**config.mk**
```make
export PLATFORM = sky130hd
export DESIGN_NAME = gnta_div
export DESIGN_NICKNAME = d
export VERILOG_FILES = /design/src/gnta_div.sv
export SDC_FILE = /design/constraint.sdc
export NUM_CORES = 1
export LEC_CHECK = 0
export CORE_ASPECT_RATIO = 0.9
export CORE_MARGIN = 2
export CORE_UTILIZATION = 60
export DETAILED_ROUTE_END_ITERATION = 10
export DONT_BUFFER_PORTS = 1
export PLACE_DENSITY = 0.76
export SYNTH_ARGS = -nofsm -noshare
export SYNTH_HDL_FRONTEND = slang
export SYNTH_SLANG_ARGS = --single-unit
```
**constraint.sdc**
```tcl
create_clock -name clk -period 6.9 [get_ports clk]
set_input_delay 1.38 -clock clk [delete_from_list [all_inputs] [get_ports clk]]
set_output_delay 1.38 -clock clk [all_outputs]
set_load 0.02 [all_outputs]
```
**src/gnta_div.sv**
```systemverilog
// restoring divider, one quotient bit a cycle
// no package dependencies
module gnta_div #(
  parameter int NUM_W = 35,
  parameter int DEN_W = 14
) (
  input  logic             clk,
  input  logic             rst,
  input  logic             start,
  input  logic [NUM_W-1:0] num,
  input  logic [DEN_W-1:0] den,
  output logic [NUM_W-1:0] quo,
  output logic             done
);
  localparam int CNT_W = $clog2(NUM_W + 1);

  logic [DEN_W-1:0] rem;
  logic [DEN_W-1:0] den_r;
  logic [CNT_W-1:0] cnt;
  logic             busy;
  logic [DEN_W+1:0] sub;
  logic             ge;

  assign sub = {1'b0, rem, quo[NUM_W-1]} - {2'b00, den_r};
  assign ge  = ~sub[DEN_W+1];

  always_ff @(posedge clk) begin
    if (rst) begin
      busy <= 1'b0;
      done <= 1'b0;
      cnt  <= '0;
    end else begin
      done <= 1'b0;
      if (start) begin
        busy <= 1'b1;
        cnt  <= CNT_W'(NUM_W);
      end else if (busy) begin
        cnt <= cnt - 1'b1;
        if (cnt == CNT_W'(1)) begin
          busy <= 1'b0;
          done <= 1'b1;
        end
      end
    end
  end

  always_ff @(posedge clk) begin
    if (start) begin
      quo   <= num;
      rem   <= '0;
      den_r <= den;
    end else if (busy) begin
      rem <= ge ? sub[DEN_W-1:0] : {rem[DEN_W-2:0], quo[NUM_W-1]};
      quo <= {quo[NUM_W-2:0], ge};
    end
  end
endmodule

```
==> reports/results.ini <==
[run_status]
status = finished clean

[logic_synthesis]
synth_area_sq_um = 3680
synth_ff_type = edfxtp_1
syn_avg_cell_area_sq_um = 11.8
ys_seq_area_share_pct = 51.9
async_flop_share_pct = 0
synth_edf_count = 49
synth_warnings = 0
synth_top_area_cell = edfxtp_1
yosysUniqueCellTypes = 52
netlist_instances = 313
synthTopCellsByArea = edfxtp_1 (40%), dfxtp_1 (12%), mux2_2 (11%)
synth_common_cells = edfxtp_1 (49), mux2_2 (36), inv_1 (25)
yosys.cell_count.top_type = edfxtp_1
synth_top_area_share_pct = 39.9
synth_nets = 382
synth-seq-cells = 71

[placement]
gp_congestion = 0.948
port_buffers = 0
placed_area_sq_um = 3730
detailed_place_hpwl_mm = 4.60
place_ws_ns = 4.34

[clock_network]
clkLatencyLatePin_ns = 0.35
clockBufferDepth = 2
cts_setup_buffers = 0
cts_buffers = 9
cts.sinks = 71
h-tree-depth = 3
post_cts_resized = 0
clkTransAtPathRegs_ns = 0.08
cts_hold_buf = 0
clockRootBuffer = clkbuf_8
cts_tree = built

[layout]
postLayoutCoreUtil_pct = 65.8
drive_above_1_share_pct = 18.6
area_growth_pct = 7.37
nets = 381
n_antenna_cell = 0
fin_area_sq_um = 3960

[timing]
finalSetupTns_ns = 0
finalWorstSetupSlack_ns = 4.34
period_needed_ns = 2.56
max_freq_mhz = 390
slew_viol_final = 0
hold_viol = 0
slew_headroom_pct = 44.9
setup_viol = 0
finalCritPeriodShare_pct = 37.1
rsz0062_at_grt = no
tightest_slew_ns = 0.825
skew_ns = 0.0117

[die]
pin_count = 88
fp.coreArea_sq_um = 6010
dieArea_sq_um = 6780
initial_utilization_pct = 61.3
num_rows = 27
die-height_um = 78.3
die-width_um = 86.6

[grt]
antenna_found_initial = 0
grtUsageTotal_pct = 20.8
grt_start_max_net_pins = 71
grt.overflow.total = 0
grt_pass1_wl_mm = 10.7
grt_pass1_vias = 2269

[drt]
first_pass_iters = 4
viasPerCell = 6.17
vias = 2402
totalWireLength_mm = 6.70
final_antenna_net_count = 0
drtIter0Drc = 139
wl_per_cell_um = 17.2
drc = 0

[critical_path]
cp-start-kind = register
worstPathMaxFanout = 3
cp.required_ns = 7.16
cp.arrival_ns = 2.82
critPathCaptureType = register
critPathKind = reg -> reg

[pwr]
p_leak_nw = 1.48
peakVddDrop_v = 0.000180
power.density_nw_per_um2 = 278

[job]
max_cap_viol_count = 0

[worst_hold_path]
hold_path_class = reg -> reg

==> per-stage QoR <==
step | total power, mW | hold WS, ns | instances
floorplan | 0.705 | 0.458 | 313
global placement | 0.729 | 0.463 | 373
detailed placement | 0.734 | 0.477 | 373
CTS | 1.11 | 0.489 | 389
global route | 1.15 | 0.507 | 389
finish | 1.10 | 0.490 | 389
==> worst max-delay path, stage by stage (launching register included) <==
cell,delay (ns)
edfxtp_1,0.49
inv_1,0.11
ha_1,0.24
fa_1,0.41
nor2b_1,0.16
o31a_1,0.20
o21ai_0,0.16
o41ai_1,0.34
o21ai_1,0.10
a311oi_1,0.25
==> layout make-up <==
type | instances | area (sq um)
inverters | 25 | 93.8
fillers | 456 | 2060
clock buffers | 9 | 124
multi-input cells | 204 | 1620
flip-flops and latches | 71 | 1910
clock inverters | 7 | 105
repair buffers | 1 | 7.51
well taps | 72 | 90.1
==> report_power, final <==
part,internal (mW),switching [mW]
Clock,0.208,0.166
Combinational,0.0793,0.0906
Sequential,0.502,0.0542
==> path summary, 6_finish.rpt <==
| path | slack [ns] | cells after the start | end | startpoint |
|---|---|---|---|---|
| max | 4.34 | 9 | rem[12] | quo[34] |
| min | 0.49 | 2 | rem[6] | rem[6] |
| max reg2reg | 4.34 | 9 | rem[12] | quo[34] |
| min reg2reg | 0.49 | 2 | rem[6] | rem[6] |
==> sequential cells by signal, summed over array words and instances, names as in the netlist <==
signal and flops:
den_r 14, cnt 6, quo 35, done 1, busy 1, rem 14
==> metal layers <==
layer | GRT usage (%) | routed length [um] | vias to the layer above
met4 | 8.75 | 51 | 0
met3 | 7.57 | 487 | 6
met5 | 0 | 0 | -
li1 | - | - | 1174
met2 | 30.8 | 3130 | 85
met1 | 27.8 | 3030 | 1137
==> cells in the final DEF, fill, tap and decap left out, types with 2 or more instances in the layout <==
cell       instances
nand2b_1           2
a21oi_1           13
nor3_1             5
nor2_1            23
o21ai_1            4
a311oi_1           4
mux2_2            36
o21a_1             6
nand3_1            6
mux2i_1            6
o2bb2ai_1          2
nor4b_1            3
o31a_1             3
nor4_1             6
xor2_1             5
a311o_1            3
ha_1              16
a31oi_1            2
or2_2              2
o21ai_0            7
nand2_1           12
dfxtp_1           22
o31ai_1            3
nor2b_1            3
inv_1             25
a221o_1            2
a211oi_1           5
bufinv_16          2
a31o_1             2
a21o_1             2
clkinv_4           2
clkbuf_8           9
xnor2_1            4
edfxtp_1          49
==> cells by family (layout without fill, tap and decap cells) <==
family	count (synthesis)	in the layout	share of synthesized area, %
flops	71	71	51.9
compound gates	68	68	14.1
simple gates	68	68	9.17
mux	42	42	12.6
buf+inv	38	42	4.04
fa+ha+maj	17	17	5.98
xor+xnor	9	9	2.14
No activity file was read; power rests on OpenSTA's default activity.
