## config.mk

```make
export PLATFORM = sky130hd
export DESIGN_NAME = gnta_sqr
export DESIGN_NICKNAME = d
export VERILOG_FILES = /design/src/gnta_pkg.sv /design/src/gnta_sqr.sv
export SDC_FILE = /design/constraint.sdc
export NUM_CORES = 1
export LEC_CHECK = 0
export ABC_AREA = 1
export BUFFER_PORTS_ARGS = -buffer_cell sky130_fd_sc_hd__buf_2
export CORE_MARGIN = 3
export CORE_UTILIZATION = 62
export DETAILED_ROUTE_END_ITERATION = 16
export PLACE_DENSITY_LB_ADDON = 0.12
export SLEW_MARGIN = 20
export SYNTH_ARGS = -nofsm -noshare
export SYNTH_HDL_FRONTEND = slang
export SYNTH_SLANG_ARGS = --single-unit
```

## constraint.sdc

```tcl
create_clock -name vclk -period 23.6
set_clock_uncertainty 0.2 [all_clocks]
set_input_delay 4.72 -clock vclk [all_inputs]
set_output_delay 4.72 -clock vclk [all_outputs]
set_load 0.005 [all_outputs]
```

## src/gnta_pkg.sv

```systemverilog
// shared widths and register codes for the track association core
// no dependencies
package gnta_pkg;

  localparam int COORD_W    = 24;
  localparam int DIST_W     = 52;
  localparam int PERIOD_W   = 10;
  localparam int LIMIT_W    = 4;
  localparam int TRACK_W    = 6;
  localparam int CNT_OUT_W  = 4;
  localparam int CFG_IDX_W  = 3;
  localparam int CFG_DATA_W = 52;

  // register indexes of the configuration port
  localparam logic [CFG_IDX_W-1:0] CFG_GATE   = 3'd0;
  localparam logic [CFG_IDX_W-1:0] CFG_SEARCH = 3'd1;
  localparam logic [CFG_IDX_W-1:0] CFG_PERIOD = 3'd2;
  localparam logic [CFG_IDX_W-1:0] CFG_LIMIT  = 3'd3;

  localparam logic [DIST_W-1:0]   GATE_RESET   = 52'd65536;
  localparam logic [DIST_W-1:0]   SEARCH_RESET = 52'd104857600;
  localparam logic [PERIOD_W-1:0] PERIOD_RESET = 10'd100;
  localparam logic [LIMIT_W-1:0]  LIMIT_RESET  = 4'd5;

  localparam logic [COORD_W-1:0] VEL_MAX = 24'h7FFFFF;
  localparam logic [COORD_W-1:0] VEL_MIN = 24'h800000;

endpackage

```

## src/gnta_sqr.sv

```systemverilog
// shared squaring unit for the distance search
// depends on gnta_pkg
module gnta_sqr (
  input  logic signed [gnta_pkg::COORD_W:0]   a,
  output logic        [2*gnta_pkg::COORD_W:0] sq
);
  import gnta_pkg::*;

  logic signed [2*COORD_W+1:0] prod;

  assign prod = a * a;
  // square is never negative, top bit is sign only
  assign sq = prod[2*COORD_W:0];
endmodule

```

==> flow_metrics.env <==
export IMPL_detail_route_antenna_nets=0
export IMPL_final_max_tran_viols=0
export IMPL_postSynthNetCount=3600
export IMPL_number_of_global_route_vias_before_repair=18556
export IMPL_gr_usage_met1_pct=36.82
export IMPL_post_synth_top_count_cell="inv_1"
export IMPL_finalSetupViolCount=0
export IMPL_cts_setup_buffers=0
export IMPL_vias=16488
export IMPL_cp_start_kind="input pin"
export IMPL_setup_total_neg_slack_ns=0
export IMPL_routed_wire_length_per_instance_um=16.19
export IMPL_synthTopCellsByArea="fa_1, inv_1, nand2_1"
export IMPL_crit_chain="buf_2, nand2_1, inv_1, fa_1, inv_1, fa_1, fa_1, inv_1, fa_1, fa_1, fa_1, inv_1, fa_1, inv_1, ha_1, nand2_1, nor2_1, nand2_1, nor3_1, nand3b_1, nand3_1, nand2_1, nand2_1, buf_2"
export IMPL_seq_area_um2=0
export IMPL_number_of_antenna_violations_at_the_first_check_in_global_routing=0
export IMPL_drt_pre_antenna_iters=6
export IMPL_yosys_top_cells_count="inv_1, nand2_1, fa_1"
export IMPL_worst_slew_margin_rel_pct=48.92
export IMPL_worstPathMaxFanout=36
export IMPL_drc=0
export IMPL_max_slew_worst_pin_slew_ns=0.7662
export IMPL_initial_utilization_pct=63.56
export IMPL_area_delta_synth_final_pct=3.090
export IMPL_cp_slowest_stage_delay_ns=0.79
export IMPL_final_worst_path_period_share_pct=70.73
export IMPL_synth_warnings=0
export IMPL_worstPathRequired_ns=18.68
export IMPL_drive_above_1_share_pct=4.417
export IMPL_holdCritPathClass="input pin to output port"
export IMPL_cp_end_kind="output port"
export IMPL_synth_largest_area_cell="fa_1"
export IMPL_top_level_ports=74
export IMPL_post_cts_resized=0
export IMPL_critical_path_most_common_cell="fa_1"
export IMPL_clkbuf_count=0
export IMPL_dp_final_hpwl_mm=47.54
export IMPL_grt_busiest_layer="met2"
export IMPL_ctsHoldBuffers=0
export IMPL_chip_height_um=195.3
export IMPL_fill_count=3075
export IMPL_syn_area_per_cell_um2=7.863
export IMPL_gpl_final_weighted_congestion=0.9469
export IMPL_globalRouteTotalUtil_pct=29.89
export IMPL_chipWidth_um=195.3
export IMPL_first_pass_grt_wire_length_mm=91.65
export IMPL_global_route_usage_met3_pct=1.691
export IMPL_worst_setup_path_type="input pin to output port"
export IMPL_critPathArrivalTime_ns=11.77
export IMPL_placeableCoreArea_um2=34970
export IMPL_status="finished clean"
export IMPL_portBuffers=73
export IMPL_die_area_um2=38160
export IMPL_globalRouteOverflowTotal=0
export IMPL_yosysTopAreaCellShare_pct=53.95
export IMPL_layout_nets=3605
export IMPL_grt_setup_unrepaired="false"
export IMPL_synth_yosys_seq_area_share_pct=0
export IMPL_total_detailed_routing_wirelength_mm=53.19
export IMPL_syn_inst=2827
export IMPL_max_cap_viol=0
export IMPL_crit_path_top_delay_cell="fa_1"
export IMPL_grt_start_max_net_pins=37
export IMPL_seq_cell_count=0
export IMPL_synth_lib_cells_used_distinct=30
export IMPL_max_freq_mhz=59.91
export IMPL_num_rows=68
export IMPL_gr_usage_met2_pct=57.11
export IMPL_mappedNetlistArea_um2=22230
export IMPL_diodes=0
export IMPL_fin_crit_ns=16.69
export IMPL_viasPerCell=5.019
export IMPL_finalHoldViolCount=0
export IMPL_drt_iter0_drc=787
[cells in the final DEF, fill, tap and decap left out, types with 10 or more instances in the layout]
cell,count
inv_1,999
ha_1,149
xnor2_1,10
nor2_1,78
nor2_2,12
xor2_1,29
a21oi_1,38
buf_2,73
nand4_1,17
fa_1,599
nand3_1,51
nand2_1,714
[final timing paths]
path	startpoint	to	slack [ns]	depth (start not counted)
min	a[0]	sq[0]	9.74	2
max	a[24]	sq[39]	6.91	24
[metal layers]
layer | vias to the layer above | wire length [µm]
li1 | 7744 | -
met1 | 8217 | 20260
met2 | 408 | 28870
met3 | 119 | 2279
met4 | 0 | 1787
met5 | - | 0
[layout make-up]
class              count  area (µm²)  area share [%]
inverters           1007        3780           16.50
multi-input cells   1744       18150           79.23
well taps            455       569.3           2.484
repair buffers        79       410.4           1.791
[worst max-delay path: cells and delay by family]
family,cells,cell delay [ns]
adder cells (fa/ha/maj),8,4.32
buffers and inverters,7,1.36
AND/OR/NAND/NOR,9,1.34
[metrics by stage]
step           worst slack [ns]  cell area [µm²]  hold WS (ns)  instances  utilization [%]
2_1_floorplan             7.864            22230         9.321       2827                -
3_3_place_gp              7.042            22910         9.732       3285            65.53
3_5_place_dp              6.865            22910         9.733       3285            65.53
4_1_cts                   6.835            22910         9.733       3285            65.53
5_1_grt                   6.320            22910         9.761       3285            65.53
6_report                  6.908            22910         9.737       3285            65.53
[cell families (layout without fill, tap and decap cells)]
family	after synthesis	count (layout)	synth area share, %
compound gates	48	48	1.199
fa+ha+maj	748	748	62.34
buf+inv	1083	1086	18.32
simple gates	908	908	16.59
other cells	1	1	0.01687
xor+xnor	39	39	1.537
Power is not shown: default switching activity piles up to over one toggle a cycle in this logic, so the estimate is an artifact.
